<file path="config.mk">
export PLATFORM = sky130hd
export DESIGN_NAME = line_point_stepper_core
export DESIGN_NICKNAME = d
export VERILOG_FILES = /design/src/rtl/lps_pkg.sv /design/src/rtl/lps_init_unit.sv /design/src/rtl/lps_step_unit.sv /design/src/rtl/lps_ctrl.sv /design/src/rtl/line_point_stepper_core.sv
export SDC_FILE = /design/constraint.sdc
export NUM_CORES = 1
export LEC_CHECK = 0
export ABC_AREA = 1
export BUFFER_PORTS_ARGS = -buffer_cell sky130_fd_sc_hd__buf_2
export CELL_PAD_IN_SITES_DETAIL_PLACEMENT = 0
export CELL_PAD_IN_SITES_GLOBAL_PLACEMENT = 1
export CORE_ASPECT_RATIO = 0.75
export CORE_MARGIN = 2
export CORE_UTILIZATION = 45
export CTS_CLUSTER_SIZE = 24
export DETAILED_ROUTE_END_ITERATION = 10
export GPL_TIMING_DRIVEN = 0
export PLACE_DENSITY_LB_ADDON = 0.1
export SETUP_SLACK_MARGIN = 0.2
export SKIP_CTS_REPAIR_TIMING = 1
export SYNTH_ARGS = -nofsm -noshare
export SYNTH_HDL_FRONTEND = slang
export SYNTH_HIERARCHICAL = 1
export SYNTH_SLANG_ARGS = --single-unit
</file>
<file path="constraint.sdc">
create_clock -name clk -period 7 [get_ports clk]
set_input_delay 0.7 -clock clk [delete_from_list [all_inputs] [get_ports clk]]
set_output_delay 0.7 -clock clk [all_outputs]
set_load 0.05 [all_outputs]
</file>
<file path="src/rtl/lps_pkg.sv">
// lps_pkg: shared types and constants of the line point stepper.
// No dependencies; imported by every module under rtl/.
package lps_pkg;

  localparam int COORD_BITS_DEF = 13;
  localparam int MAX_STEPS_DEF  = 16;

  // configuration register
  localparam int            CFG_W       = 5;
  localparam logic [CFG_W-1:0] STEPS_RESET = 5'd16;
  // width used to compare the register with MAX_STEPS (valid for MAX_STEPS up to 127)
  localparam int            STEP_CMP_W  = 7;

  // command codes
  localparam logic CMD_START = 1'b0;
  localparam logic CMD_TICK  = 1'b1;

  // heading frames; bit 7 marks a mirrored west-facing frame
  localparam int             FRAME_W  = 8;
  localparam logic [FRAME_W-1:0] FRAME_N  = 8'd0;
  localparam logic [FRAME_W-1:0] FRAME_NE = 8'd1;
  localparam logic [FRAME_W-1:0] FRAME_E  = 8'd2;
  localparam logic [FRAME_W-1:0] FRAME_SE = 8'd3;
  localparam logic [FRAME_W-1:0] FRAME_S  = 8'd4;
  localparam logic [FRAME_W-1:0] FRAME_NW = 8'd129;
  localparam logic [FRAME_W-1:0] FRAME_W_ = 8'd130;
  localparam logic [FRAME_W-1:0] FRAME_SW = 8'd131;

  typedef enum logic [1:0] {
    ST_IDLE,
    ST_INIT,
    ST_STEP,
    ST_EMIT
  } lps_state_t;

  // strobes from the sequencer to the datapath
  typedef struct packed {
    logic accept;      // input transfer this cycle
    logic load_start;  // start command: load source and target
    logic do_init;     // first tick: set up deltas, signs, frame
    logic do_step;     // one pixel step through the shared unit
    logic emit;        // load the output register
  } lps_ctl_t;

endpackage

</file>
<file path="src/rtl/lps_init_unit.sv">
// lps_init_unit: line setup for the first tick after a start.
// Forms absolute deltas, step signs, heading frame and error seed.
// Depends on lps_pkg.
module lps_init_unit #(
  parameter int COORD_BITS = lps_pkg::COORD_BITS_DEF
) (
  input  logic [COORD_BITS-1:0]         cur_x,
  input  logic [COORD_BITS-1:0]         cur_y,
  input  logic [COORD_BITS-1:0]         goal_x,
  input  logic [COORD_BITS-1:0]         goal_y,
  output logic                          at_goal,
  output logic [lps_pkg::FRAME_W-1:0]   frame,
  output logic [1:0]                    signs,
  output logic [COORD_BITS:0]           dx_out,
  output logic [COORD_BITS:0]           dy_out,
  output logic                          err_load,
  output logic signed [COORD_BITS+1:0]  err_out
);
  import lps_pkg::*;

  localparam int CB = COORD_BITS;
  localparam int EW = COORD_BITS + 2;

  logic signed [CB:0] dxs, dys;
  logic [CB-1:0]      adx, ady, amax;
  logic               x_neg, y_neg, x_zero, y_zero;

  assign dxs    = signed'({1'b0, goal_x}) - signed'({1'b0, cur_x});
  assign dys    = signed'({1'b0, goal_y}) - signed'({1'b0, cur_y});
  assign x_neg  = dxs[CB];
  assign y_neg  = dys[CB];
  assign adx    = x_neg ? CB'(-dxs) : dxs[CB-1:0];
  assign ady    = y_neg ? CB'(-dys) : dys[CB-1:0];
  assign x_zero = (adx == '0);
  assign y_zero = (ady == '0);
  assign amax   = (adx < ady) ? ady : adx;

  assign at_goal = x_zero && y_zero;
  assign signs   = {y_neg, x_neg};

  always_comb begin
    if (x_zero) begin
      frame = y_neg ? FRAME_N : FRAME_S;
    end else if (!x_neg) begin
      frame = y_neg ? FRAME_NE : (y_zero ? FRAME_E : FRAME_SE);
    end else begin
      frame = y_neg ? FRAME_NW : (y_zero ? FRAME_W_ : FRAME_SW);
    end
  end

  // steep and shallow lines get doubled deltas and a fresh error seed
  assign err_load = !x_zero && !y_zero && (adx != ady);
  assign err_out  = signed'(EW'(amax)) - signed'(EW'(1));
  assign dx_out   = err_load ? {adx, 1'b0} : {1'b0, adx};
  assign dy_out   = err_load ? {ady, 1'b0} : {1'b0, ady};

endmodule

</file>
<file path="src/rtl/lps_step_unit.sv">
// lps_step_unit: one Bresenham pixel step with arrival test, shared by
// every step of a tick. Depends on lps_pkg.
module lps_step_unit #(
  parameter int COORD_BITS = lps_pkg::COORD_BITS_DEF
) (
  input  logic [COORD_BITS-1:0]         cur_x,
  input  logic [COORD_BITS-1:0]         cur_y,
  input  logic [COORD_BITS-1:0]         goal_x,
  input  logic [COORD_BITS-1:0]         goal_y,
  input  logic signed [COORD_BITS+1:0]  err_in,
  input  logic [COORD_BITS:0]           dx2,
  input  logic [COORD_BITS:0]           dy2,
  input  logic [1:0]                    signs,
  output logic                          hit,
  output logic [COORD_BITS-1:0]         nxt_x,
  output logic [COORD_BITS-1:0]         nxt_y,
  output logic signed [COORD_BITS+1:0]  nxt_err
);
  import lps_pkg::*;

  localparam int CB = COORD_BITS;
  localparam int EW = COORD_BITS + 2;
  localparam logic [CB-1:0] ONE = CB'(1);

  logic [CB-1:0]      mv_x, mv_y;
  logic               dx_zero, dy_zero, y_major, x_major;
  logic signed [EW-1:0] sub_op, add_op, e1, e2;

  assign mv_x    = signs[0] ? (cur_x - ONE) : (cur_x + ONE);
  assign mv_y    = signs[1] ? (cur_y - ONE) : (cur_y + ONE);
  assign dx_zero = (dx2 == '0);
  assign dy_zero = (dy2 == '0);
  assign y_major = (dx2 < dy2);
  assign x_major = (dx2 > dy2);

  // one subtract, then correction by the major delta
  assign sub_op = y_major ? signed'(EW'(dx2)) : signed'(EW'(dy2));
  assign add_op = y_major ? signed'(EW'(dy2)) : signed'(EW'(dx2));
  assign e1     = err_in - sub_op;
  assign e2     = e1 + add_op;

  always_comb begin
    hit     = 1'b0;
    nxt_x   = cur_x;
    nxt_y   = cur_y;
    nxt_err = err_in;
    if (dy_zero) begin
      hit   = (cur_x == goal_x);
      nxt_x = mv_x;
    end else if (dx_zero) begin
      hit   = (cur_y == goal_y);
      nxt_y = mv_y;
    end else if (y_major) begin
      hit   = (cur_y == goal_y);
      nxt_y = mv_y;
      if (e1 < 0) begin
        nxt_err = e2;
        nxt_x   = mv_x;
      end else begin
        nxt_err = e1;
      end
    end else if (x_major) begin
      hit   = (cur_x == goal_x);
      nxt_x = mv_x;
      if (e1 < 0) begin
        nxt_err = e2;
        nxt_y   = mv_y;
      end else begin
        nxt_err = e1;
      end
    end else begin
      // diagonal: arrival on y only
      hit   = (cur_y == goal_y);
      nxt_x = mv_x;
      nxt_y = mv_y;
    end
  end

endmodule

</file>
<file path="src/rtl/lps_ctrl.sv">
// lps_ctrl: sequencer and step counter of the line point stepper.
// Depends on lps_pkg.
module lps_ctrl #(
  parameter int MAX_STEPS = lps_pkg::MAX_STEPS_DEF
) (
  input  logic                     clk,
  input  logic                     rst_n,
  input  logic                     in_valid,
  input  logic                     in_cmd,
  input  logic                     initialized,
  input  logic                     step_hit,
  input  logic [lps_pkg::CFG_W-1:0] steps_cfg,
  input  logic                     out_busy,
  output logic                     in_ready,
  output lps_pkg::lps_ctl_t        ctl
);
  import lps_pkg::*;

  localparam int NW = (MAX_STEPS < 2) ? 1 : $clog2(MAX_STEPS + 1);

  lps_state_t          state_r, state_nxt;
  logic [NW-1:0]       cnt_r, cnt_nxt;
  logic [NW-1:0]       n_steps;
  logic [STEP_CMP_W-1:0] cfg_ext;

  // zero acts as one, anything above MAX_STEPS as MAX_STEPS
  assign cfg_ext = STEP_CMP_W'(steps_cfg);
  always_comb begin
    if (steps_cfg == '0) begin
      n_steps = NW'(1);
    end else if (cfg_ext > STEP_CMP_W'(MAX_STEPS)) begin
      n_steps = NW'(MAX_STEPS);
    end else begin
      n_steps = cfg_ext[NW-1:0];
    end
  end

  always_ff @(posedge clk) begin
    if (!rst_n) begin
      state_r <= ST_IDLE;
      cnt_r   <= '0;
    end else begin
      state_r <= state_nxt;
      cnt_r   <= cnt_nxt;
    end
  end

  always_comb begin
    state_nxt = state_r;
    cnt_nxt   = cnt_r;
    in_ready  = 1'b0;
    ctl       = '0;
    case (state_r)
      ST_IDLE: begin
        in_ready = 1'b1;
        if (in_valid) begin
          ctl.accept = 1'b1;
          cnt_nxt    = '0;
          if (in_cmd == CMD_START) begin
            ctl.load_start = 1'b1;
            state_nxt      = ST_EMIT;
          end else if (!initialized) begin
            state_nxt = ST_INIT;
          end else begin
            state_nxt = ST_STEP;
          end
        end
      end
      ST_INIT: begin
        ctl.do_init = 1'b1;
        state_nxt   = ST_EMIT;
      end
      ST_STEP: begin
        ctl.do_step = 1'b1;
        if (step_hit || (cnt_r == n_steps - NW'(1))) begin
          state_nxt = ST_EMIT;
        end else begin
          cnt_nxt = cnt_r + NW'(1);
        end
      end
      ST_EMIT: begin
        if (!out_busy) begin
          ctl.emit  = 1'b1;
          state_nxt = ST_IDLE;
        end
      end
      default: begin
        state_nxt = ST_IDLE;
      end
    endcase
  end

endmodule

</file>
<file path="src/rtl/line_point_stepper_core.sv">
// line_point_stepper_core: moves a point from source to target pixel by
// Bresenham stepping, at most steps_per_tick pixels per tick.
// A start loads source and target, then emits; a tick while uninitialized
// runs the init state, then emits; later ticks run the step state until the
// target is found or steps_per_tick (clamped to 1..MAX_STEPS) steps are done;
// each step moves one pixel or finds the target. out_valid and in_ready rise
// in the same cycle; a result left waiting holds the block in its emit state.
// Reset: synchronous, active low rst_n; clears state, steps_per_tick = 16.
module line_point_stepper_core #(
  parameter int COORD_BITS = lps_pkg::COORD_BITS_DEF,
  parameter int MAX_STEPS  = lps_pkg::MAX_STEPS_DEF
) (
  input  logic                       clk,
  input  logic                       rst_n,
  // configuration
  input  logic                       cfg_wr_en,
  input  logic [lps_pkg::CFG_W-1:0]  cfg_wr_data,
  // input channel
  input  logic                       in_valid,
  output logic                       in_ready,
  input  logic                       in_cmd,
  input  logic [COORD_BITS-1:0]      in_src_x,
  input  logic [COORD_BITS-1:0]      in_src_y,
  input  logic [COORD_BITS-1:0]      in_dst_x,
  input  logic [COORD_BITS-1:0]      in_dst_y,
  // result channel
  output logic                       out_valid,
  input  logic                       out_ready,
  output logic [COORD_BITS-1:0]      out_pos_x,
  output logic [COORD_BITS-1:0]      out_pos_y,
  output logic                       out_arrived,
  output logic [lps_pkg::FRAME_W-1:0] out_heading_frame
);
  import lps_pkg::*;

  localparam int CB = COORD_BITS;
  localparam int EW = COORD_BITS + 2;

  // configuration register
  logic [CFG_W-1:0] steps_cfg_r;

  // line state
  logic [CB-1:0]        cur_x_r, cur_y_r, goal_x_r, goal_y_r;
  logic signed [EW-1:0] err_r;
  logic [CB:0]          dx2_r, dy2_r;
  logic [1:0]           signs_r;
  logic                 init_r;
  logic [FRAME_W-1:0]   frame_r;
  logic                 arrived_r;

  // output register
  logic                 out_valid_r;
  logic [CB-1:0]        out_x_r, out_y_r;
  logic                 out_arr_r;
  logic [FRAME_W-1:0]   out_frame_r;

  lps_ctl_t ctl;

  // setup results
  logic                 ini_at_goal, ini_err_load;
  logic [FRAME_W-1:0]   ini_frame;
  logic [1:0]           ini_signs;
  logic [CB:0]          ini_dx, ini_dy;
  logic signed [EW-1:0] ini_err;

  // step results
  logic                 stp_hit;
  logic [CB-1:0]        stp_x, stp_y;
  logic signed [EW-1:0] stp_err;

  lps_ctrl #(
    .MAX_STEPS (MAX_STEPS)
  ) u_ctrl (
    .clk         (clk),
    .rst_n       (rst_n),
    .in_valid    (in_valid),
    .in_cmd      (in_cmd),
    .initialized (init_r),
    .step_hit    (stp_hit),
    .steps_cfg   (steps_cfg_r),
    .out_busy    (out_valid_r && !out_ready),
    .in_ready    (in_ready),
    .ctl         (ctl)
  );

  lps_init_unit #(
    .COORD_BITS (COORD_BITS)
  ) u_init (
    .cur_x    (cur_x_r),
    .cur_y    (cur_y_r),
    .goal_x   (goal_x_r),
    .goal_y   (goal_y_r),
    .at_goal  (ini_at_goal),
    .frame    (ini_frame),
    .signs    (ini_signs),
    .dx_out   (ini_dx),
    .dy_out   (ini_dy),
    .err_load (ini_err_load),
    .err_out  (ini_err)
  );

  lps_step_unit #(
    .COORD_BITS (COORD_BITS)
  ) u_step (
    .cur_x   (cur_x_r),
    .cur_y   (cur_y_r),
    .goal_x  (goal_x_r),
    .goal_y  (goal_y_r),
    .err_in  (err_r),
    .dx2     (dx2_r),
    .dy2     (dy2_r),
    .signs   (signs_r),
    .hit     (stp_hit),
    .nxt_x   (stp_x),
    .nxt_y   (stp_y),
    .nxt_err (stp_err)
  );

  always_ff @(posedge clk) begin
    if (!rst_n) begin
      steps_cfg_r <= STEPS_RESET;
    end else if (cfg_wr_en) begin
      steps_cfg_r <= cfg_wr_data;
    end
  end

  // line state: start loads, first tick sets up, later ticks step
  always_ff @(posedge clk) begin
    if (!rst_n) begin
      cur_x_r   <= '0;
      cur_y_r   <= '0;
      goal_x_r  <= '0;
      goal_y_r  <= '0;
      err_r     <= '0;
      dx2_r     <= '0;
      dy2_r     <= '0;
      signs_r   <= '0;
      init_r    <= 1'b0;
      frame_r   <= '0;
      arrived_r <= 1'b0;
    end else begin
      if (ctl.accept) begin
        arrived_r <= 1'b0;
      end
      if (ctl.load_start) begin
        cur_x_r  <= in_src_x;
        cur_y_r  <= in_src_y;
        goal_x_r <= in_dst_x;
        goal_y_r <= in_dst_y;
        init_r   <= 1'b0;
        frame_r  <= '0;
      end
      if (ctl.do_init) begin
        frame_r <= ini_frame;
        if (ini_at_goal) begin
          // source equals target: arrived, stays uninitialized
          arrived_r <= 1'b1;
        end else begin
          dx2_r   <= ini_dx;
          dy2_r   <= ini_dy;
          signs_r <= ini_signs;
          init_r  <= 1'b1;
          if (ini_err_load) begin
            err_r <= ini_err;
          end
        end
      end
      if (ctl.do_step) begin
        if (stp_hit) begin
          arrived_r <= 1'b1;
        end else begin
          cur_x_r <= stp_x;
          cur_y_r <= stp_y;
          err_r   <= stp_err;
        end
      end
    end
  end

  // output register: holds a result until its transfer
  always_ff @(posedge clk) begin
    if (!rst_n) begin
      out_valid_r <= 1'b0;
    end else if (ctl.emit) begin
      out_valid_r <= 1'b1;
    end else if (out_ready) begin
      out_valid_r <= 1'b0;
    end
  end

  always_ff @(posedge clk) begin
    if (ctl.emit) begin
      out_x_r     <= cur_x_r;
      out_y_r     <= cur_y_r;
      out_arr_r   <= arrived_r;
      out_frame_r <= frame_r;
    end
  end

  assign out_valid         = out_valid_r;
  assign out_pos_x         = out_x_r;
  assign out_pos_y         = out_y_r;
  assign out_arrived       = out_arr_r;
  assign out_heading_frame = out_frame_r;

endmodule
</file>
## Word level (Yosys, flattened, before mapping)

Cells that the tools add are included.

- $add $sub $neg: 13
- Magnitude comparators: 5
- Equality and inequality tests: 17
- Multiplexer cells: 76
- Bitwise logic cells: 1
- Reduce and logical (&&, ||, !) cells: 23

Operator list:

| kind | number |
|---|---|
| $mux W13 | 20 |
| $mux W15 | 10 |
| $mux W14 | 4 |
| $mux W8 | 4 |
| $logic_not A14 Y1 | 2 |
| $sub A13 B13 Y14 | 2 |
| $add A13 B1 Y13 const B | 2 |
| $eq A13 B13 Y1 | 2 |
| $logic_not A13 Y1 | 2 |
| $neg A13 Y13 | 2 |
| $sub A13 B1 Y13 const B | 2 |
| $mux W1 | 22 |
| $mux W5 | 4 |
| $mux W2 | 9 |
| $add A15 B15 Y15 | 1 |
| $lt A15 B1 Y1 const B | 1 |
| $sub A15 B15 Y15 | 1 |
| $gt A14 B14 Y1 | 1 |
| $lt A14 B14 Y1 | 1 |
| $sub A13 B1 Y14 const B | 1 |
| $lt A13 B13 Y1 | 1 |
| $ne A13 B13 Y1 | 1 |
| $pmux W5 S2 | 1 |
| $reduce_and A3 Y1 | 3 |
| other kinds (23) | 36 |

- Flip-flop bits (word level): 155
- Bits of input ports: 63
- Output and inout bits: 37

## Logic depth before layout (Yosys ltp)

Gate-level depths: netlist of the first run.

- Depth in word-level cells: 12
- Mapped depth: 40
- Depth with buffers taken out: 39

## Hierarchy

The synthesis of the first run kept the hierarchy.

Modules (own cells, without submodules):

| module | times used | cells each | area an instance (µm²) |
|---|---|---|---|
| line_point_stepper_core | 1 | 630 | 5601.6 |
| lps_step_unit | 1 | 874 | 4743.3 |
| lps_init_unit | 1 | 676 | 3616.0 |
| lps_ctrl | 1 | 118 | 699.4 |

## Least setup slack after synthesis of the first run

No wires, ideal clock.

- Path type: register to register
- Start: register cur_x_r[3]
- End: register err_r[8]
- Arrival: 4.522 ns
- Required time: 6.891 ns
- Slack: 2.370 ns
- Cell stages (with the launch flop): 38
- Path through: dfxtp_1 inv_1 ha_1 nand2_2 inv_1 nand2_1 nand2_1 nand2_1 nand3_2 a21oi_4 buf_4 inv_1 nor2_1 xor2_1 inv_1 ha_1 nand2_1 nor2_1 [... 2 more ...] a21o_1 a21oi_1 o21ai_0 nand3_2 nand2_4 buf_8 nand2_1 o21ai_2 inv_1 ha_1 nand2_1 nor2_2 nand2_1 xor2_1 nand4_1 nand3_1 nand2_1 inv_1

- Elaborated cells on any way between the ends: 26
- Those cells by class: add/sub (3); order compare (1); eq/ne (5); mux (11); reduce/logical (6)

RTL lines:

| item | line | source |
|---|---|---|
| start, declared | line_point_stepper_core.sv:43 | `logic [CB-1:0] cur_x_r, cur_y_r, goal_x_r, goal_y_r;` |
| start signal, assigned | line_point_stepper_core.sv:146 | `cur_x_r <= in_src_x;` |
| start signal, assigned | line_point_stepper_core.sv:172 | `cur_x_r <= stp_x;` |
| $sub A13 B13 Y14 * | lps_init_unit.sv:28 | `assign dxs = signed'({1'b0, goal_x}) - signed'({1'b0, cur_x});` |
| net ini_signs[0] | line_point_stepper_core.sv:62 | `logic [1:0] ini_signs;` |
| $mux W13 * | lps_init_unit.sv:32 | `assign adx = x_neg ? CB'(-dxs) : dxs[CB-1:0];` |
| $lt A13 B13 Y1 | lps_init_unit.sv:36 | `assign amax = (adx < ady) ? ady : adx;` |
| $mux W13 * | lps_init_unit.sv:36 |  |
| $sub A13 B1 Y14 * | lps_init_unit.sv:53 | `assign err_out = signed'(EW'(amax)) - signed'(EW'(1));` |
| net ini_err[8] | line_point_stepper_core.sv:64 | `logic signed [EW-1:0] ini_err;` |
| $mux W15 * | line_point_stepper_core.sv:163 | `if (ini_err_load) begin` |
| $mux W15 * | line_point_stepper_core.sv:155 | `if (ini_at_goal) begin` |
| $mux W15 * | line_point_stepper_core.sv:153 | `if (ctl.do_init) begin` |
| $mux W15 | line_point_stepper_core.sv:169 | `if (stp_hit) begin` |
| $mux W15 * | line_point_stepper_core.sv:168 | `if (ctl.do_step) begin` |
| end signal, assigned | line_point_stepper_core.sv:164 | `err_r <= ini_err;` |
| end signal, assigned | line_point_stepper_core.sv:174 | `err_r <= stp_err;` |
| end, declared | line_point_stepper_core.sv:44 | `logic signed [EW-1:0] err_r;` |

The timed path passes the listed nets; every way through them passes the cells marked *.
A chain may end at the register's enable or synchronous reset.

## Worst setup path in the final report of the first run

- Start: register cur_x_r[2]
- End: register err_r[8]

The elaborated chain is that of the path after synthesis.

==> results.py, run 1 <==
metrics = {
    "sta": {
        "setup_viol": 0,
        "finalHoldViolCount": 0,
        "fin_ws_ns": 1.11,
        "slew_headroom": 0.432,
        "worst_pin_slew_ns": 0.853,
        "finalCriticalPeriod_ns": 5.89,
        "post-route-period-util": 0.842,
        "skew_ns": 0.0177,
        "slew_viol_final": 0,
        "max_freq_ghz": 0.170,
        "fin_setup_tns_ns": 0,
        "rsz0062_at_grt": "no",
    },
    "global_routing": {
        "overflow": 0,
        "grt_usage": 0.287,
        "antenna_found_initial": 1,
        "grt_pass1_vias": 13700,
        "grt_max_degree": 27,
        "grt_pass1_wl_microns": 75500,
    },
    "cells_and_area": {
        "antennaDiodeCount": 0,
        "area_growth_pct": 11.5,
        "drive_gt1_frac": 0.135,
        "fin_nets": 2601,
    },
    "yosys": {
        "yosys_warnings": 6,
        "async_flop_share": 0,
        "yosys.cell_types.count": 54,
        "ys.flop_type": "dfxtp_1",
        "synth-edff-count": 35,
        "synthCells": 2298,
        "syn_area_sq_mm": 0.0147,
        "synth_seq_area_share": 0.236,
        "ys_ff_latch": 155,
        "syn_avg_cell_area_sq_um": 6.38,
    },
    "critical_path": {
        "max_stage_delay_ns": 0.56,
        "cp_slowest_cell": "dfxtp_1",
        "cp.arrival_ns": 6.30,
        "cpMostUsedCell": "nand2_1",
        "critPathLaunchType": "register",
        "crit_fanout": 10,
        "worstReg2RegStart": "cur_x_r[2]",
        "worst_ep_required_time_ns": 7.41,
        "cp-end-kind": "register",
        "path_class": "register to register",
        "crit_start": "cur_x_r[2]",
    },
    "place": {
        "dp_hpwl_microns": 38800,
        "dp_slack_ns": 1.24,
        "port_buffers": 99,
        "place_congestion": 1.06,
    },
    "cts": {
        "numClockSinks": 155,
        "cts-root-buf": "clkbuf_16",
        "clk_pin_slew_worst_paths_ns": 0.07,
        "cts_buffers": 17,
        "clockBufferDepth": 2,
        "cts_tree": "yes",
        "insertion_delay_ns": 0.46,
        "htree_levels": 4,
    },
    "route": {
        "totalWireLength_microns": 48000,
        "antenna_left": 0,
        "vias_per_cell": 5.20,
        "post-route-drc-count": 0,
        "first_pass_iters": 5,
        "vias": 15000,
        "drt_iter0_drc": 1280,
        "wl_per_cell_microns": 16.7,
    },
    "floorplan": {
        "coreArea_sq_mm": 0.0322,
        "die_x_microns": 212,
        "core.rowCount": 57,
        "start_util": 0.455,
        "die_h_microns": 160,
        "ios": 100,
        "design.die.area_sq_mm": 0.0341,
    },
    "flow_run": {
        "maxCapViolCount": 0,
    },
    "status": {
        "outcome": "complete, no violations",
    },
    "min_path": {
        "min-delay-start": "frame_r[0]",
        "hp-class": "register to register",
    },
}
==> worst max-delay path: cells and delay by family, from the launching register on <==
kind	cells	cell delay, ns
compound gates	7	0.95
xor+xnor	2	0.64
fa+ha+maj	3	0.90
buf+inv	8	1.00
flops	1	0.56
simple gates	18	1.77
==> worst paths after layout <==
| kind | endpoint | slack (ns) | cells after the start |
|---|---|---|---|
| setup / recovery | err_r[8] | 1.11 | 38 |
| hold / removal | out_heading_frame[0] | 0.43 | 0 |
| setup reg to reg | err_r[8] | 1.11 | 38 |
| hold reg to reg | out_heading_frame[0] | 0.43 | 0 |
==> synth_stat cells, types with 4 or more instances <==
cell type	instances	share of area
edfxtp_1	35	0.072
nand2_2	43	0.018
and2_1	4	0.0017
or2_1	4	0.0017
xnor2_1	42	0.025
dfxtp_1	120	0.16
a21o_1	7	0.0036
fa_1	6	0.0082
nor4_1	5	0.0021
nor3_1	9	0.0031
buf_6	11	0.0084
o21ai_0	163	0.056
nand2_4	10	0.0077
ha_1	112	0.096
clkbuf_2	7	0.0024
nand3_2	11	0.0075
nor2_1	243	0.062
nand3_1	166	0.057
nand2_1	592	0.15
or2_2	6	0.0026
inv_1	297	0.076
buf_2	31	0.011
xor2_2	4	0.0044
or2_0	20	0.0085
a21oi_1	102	0.035
o21bai_1	4	0.0020
inv_2	24	0.0061
nor2_2	16	0.0068
clkbuf_1	8	0.0020
buf_4	14	0.0072
nand4_1	43	0.018
xor2_1	50	0.030
nand3b_1	14	0.0072
o21ai_1	44	0.015
nor2_4	5	0.0038
==> stage by stage <==
step | std cells | hold WS, ns | cell area, sq um | util
global route | 2875 | 0.441 | 16400 | 0.507
global placement | 2842 | 0.416 | 15700 | 0.488
detailed placement | 2843 | 0.418 | 15700 | 0.489
finish | 2875 | 0.434 | 16400 | 0.507
CTS | 2875 | 0.430 | 16400 | 0.507
floorplan | 2301 | 0.408 | 14700 | -
==> layer usage <==
layer  vias to the layer above  share of wire  track usage
met2                       443           0.39        0.395
met1                      6858           0.52        0.450
met5                         -         0.0010            0
li1                       7614              -            -
met4                         6          0.013       0.0607
met3                        33          0.079       0.0602
==> cells in the final DEF (no fill, tap or decap), drive strengths merged, types with 14 or more instances in the layout <==
| cell type | instances |
|---|---|
| a21oi | 106 |
| buf | 158 |
| nor2 | 264 |
| ha | 112 |
| xnor2 | 42 |
| xor2 | 54 |
| or2 | 30 |
| nand2 | 645 |
| o21ai | 209 |
| nand3 | 178 |
| clkbuf | 32 |
| nand3b | 14 |
| edfxtp | 35 |
| dfxtp | 120 |
| nand4 | 43 |
| inv | 330 |
==> layout make-up <==
cell class              count  area [sq um]
fillers                  3435         15900
multi-input cells        1750          9530
flip-flops and latches    155          3450
inverters                 323          1210
well taps                 442           553
repair buffers            100           515
plain buffers              73           484
clock buffers              17           425
clock inverters            15           178
==> flip-flops by register name, indices dropped and copies added (netlist names), 8 cells and up <==
signal / cells
frame_r: 8
cur_y_r: 13
goal_x_r: 13
out_heading_frame: 8
out_pos_y: 13
goal_y_r: 13
cur_x_r: 13
out_pos_x: 13
dx2_r: 14
err_r: 15
dy2_r: 14
==> cells by family (layout without fill, tap and decap cells) <==
kind of cell    count (synthesis)  count (layout)  synth area share
simple gates                 1195            1195             0.363
other cells                     1               4          0.000256
fa+ha+maj                     118             118             0.104
compound gates                337             337             0.122
buf+inv                       396             528             0.116
flops                         155             155             0.236
xor+xnor                       96              96            0.0594
Power of run 1 is not shown: default switching activity piles up to over one toggle a cycle in this logic, so the estimate is an artifact.
==> run 2, diff against run 1 <==
ABC_AREA = 0   (was 1)
clock period = 6.1 ns   (was 7 ns; I/O delays follow)
==> results.py, run 2 <==
metrics = {
    "yosys": {
        "synth.most_common_cell": "nand2_1",
        "syn_area_sq_mm": 0.0141,
        "yosys.area.top_type_share": 0.170,
        "synthCells": 1687,
        "synth.largest_area_cell": "dfxtp_1",
        "synth-edff-count": 35,
        "ys.flop_type": "dfxtp_1",
        "yosys_warnings": 6,
        "yosys.cell_types.count": 107,
        "synthTopCellsByArea": "dfxtp_1 (17%), ha_1 (9.9%), mux2i_1 (8.2%)",
        "ys_ff_latch": 155,
        "syn_avg_cell_area_sq_um": 8.37,
        "synth_seq_area_share": 0.245,
        "async_flop_share": 0,
        "yosys-top-cells-count": "nand2_1 (221), dfxtp_1 (120), mux2i_1 (115), ha_1 (112), nor2_1 (101)",
    },
    "sta": {
        "max_freq_ghz": 0.173,
        "finalHoldViolCount": 0,
        "skew_ns": 0.0121,
        "slew_headroom": 0.307,
        "post-route-period-util": 0.948,
        "fin_hold_ws_ns": 0.373,
        "rsz0062_at_grt": "yes",
        "setup_viol": 0,
        "slew_viol_final": 0,
        "worst_pin_slew_ns": 1.03,
        "finalCriticalPeriod_ns": 5.78,
    },
    "route": {
        "wl_per_cell_microns": 19.3,
        "vias": 13000,
        "first_pass_iters": 5,
        "drt_iter0_drc": 991,
        "post-route-drc-count": 0,
        "antenna_left": 0,
        "vias_per_cell": 5.71,
        "totalWireLength_microns": 43900,
    },
    "place": {
        "dp_hpwl_microns": 33700,
        "port_buffers": 98,
        "place_congestion": 0.961,
    },
    "cells_and_area": {
        "largest_reg_flops": 15,
        "drive_gt1_frac": 0.220,
        "regMostFlops": "err_r",
        "largestRegisters": "err_r (15), dx2_r (14), dy2_r (14)",
        "fin_nets": 2039,
        "mostFrequentLayoutCell": "nand2_1",
        "final_cell_mix": "nand2_1 (217), buf_2 (125), mux2i_1 (114), inv_1 (97), ha_1 (97)",
        "fill_cells": 2918,
        "area_growth_pct": 20.2,
    },
    "cts": {
        "numClockSinks": 155,
        "clk_pin_slew_worst_paths_ns": 0.07,
        "insertion_delay_ns": 0.45,
        "cts_tree": "yes",
        "cts-root-buf": "clkbuf_16",
        "clockBufferDepth": 2,
        "htree_levels": 4,
        "cts_buffers": 17,
    },
    "critical_path": {
        "crit_fanout": 6,
        "critPathLaunchType": "register",
        "path_class": "register to register",
        "cpMostUsedCell": "ha_4",
        "crit_start": "cur_x_r[0]",
        "cp_slowest_cell": "fa_2",
        "worst_ep_required_time_ns": 6.48,
        "reg2reg_depth": 28,
        "cp.arrival_ns": 6.16,
        "cp-end-kind": "register",
        "max_stage_delay_ns": 0.57,
        "worstReg2RegStart": "cur_x_r[0]",
    },
    "status": {
        "outcome": "complete, no violations",
    },
    "flow_run": {
        "maxCapViolCount": 0,
    },
    "floorplan": {
        "coreArea_sq_mm": 0.0310,
        "die_h_microns": 157,
        "start_util": 0.455,
        "die_x_microns": 208,
        "ios": 100,
        "core.rowCount": 56,
        "design.die.area_sq_mm": 0.0328,
    },
    "min_path": {
        "min_path_cells": 3,
        "hp-class": "input pin to register",
        "min-delay-start": "cfg_wr_data[4]",
    },
    "global_routing": {
        "grt_pass1_vias": 11800,
        "grt_max_degree": 28,
        "grt_usage": 0.262,
        "grt_pass1_wl_microns": 66700,
        "antenna_found_initial": 0,
        "overflow": 0,
    },
}
run 2: cell count changes after synthesis, moves of 56 or more:
| cell | previous run | this run |
|---|---|---|
| inv_1 | 297 | 99 |
| mux2i_1 | 0 | 115 |
| o21ai_0 | 163 | 66 |
| nand3_1 | 166 | 36 |
| nor2b_1 | 0 | 56 |
| nand2_1 | 592 | 221 |
| nor2_1 | 243 | 101 |
run 2: path summary, 6_finish.rpt:
check | end | slack [ns]
worst max-delay path | err_r[8] | 0.32
worst min-delay path | steps_cfg_r[4] | 0.37
worst max register to register | err_r[8] | 0.32
worst min register to register | out_heading_frame[0] | 0.43
run 2: metal layers:
layer,wire (microns),global-route usage,vias up,part of all wire
met5,0,0,-,0
met1,23000,0.412,6256,0.53
met4,545,0.0517,0,0.012
met2,17600,0.369,345,0.40
li1,-,-,6381,-
met3,2690,0.0415,27,0.061
run 2: logic make-up after synthesis:
family,count (synthesis),synth area share
buffers and inverters,181,0.0621
AOI/OAI and AO/OA,402,0.205
adders and majority gates,119,0.109
and+or+nand+nor,565,0.196
other,1,0.000266
xor gates and xnor gates,122,0.0768
DFF,155,0.245
muxes,142,0.106
run 2: worst max-delay path, delay by kind of cell, from the launching register on:
family	cells	cell delay, ns
AOI/OAI and AO/OA	9	1.75
xor gates and xnor gates	2	0.38
adders and majority gates	5	1.39
buffers and inverters	6	0.81
DFF	1	0.39
and+or+nand+nor	6	0.98
run 2: layout make-up:
type	count	area [sq um]	share of cell area
diodes	1	2.50	0.000147
plain buffers	79	564	0.0333
clock buffers	24	483	0.0285
clock inverters	8	82.6	0.00487
inverters	101	387	0.0228
multi-input cells	1354	10500	0.620
flip-flops and latches	155	3520	0.207
well taps	406	508	0.0299
repair buffers	150	905	0.0533
run 2: stage by stage:
stage               std cells  utilization  cell area, sq um  worst slack (ns)  TNS, ns
CTS                      2227        0.507             15700             -1.29    -9.37
global route             2277        0.547             17000            0.0291        0
floorplan                1690            -             14100             0.575        0
finish                   2278        0.547             17000             0.318        0
global placement         2194        0.487             15100             -1.16    -7.34
detailed placement       2195        0.488             15200             -1.21    -8.44
Power of run 2 is left out for the same reason.
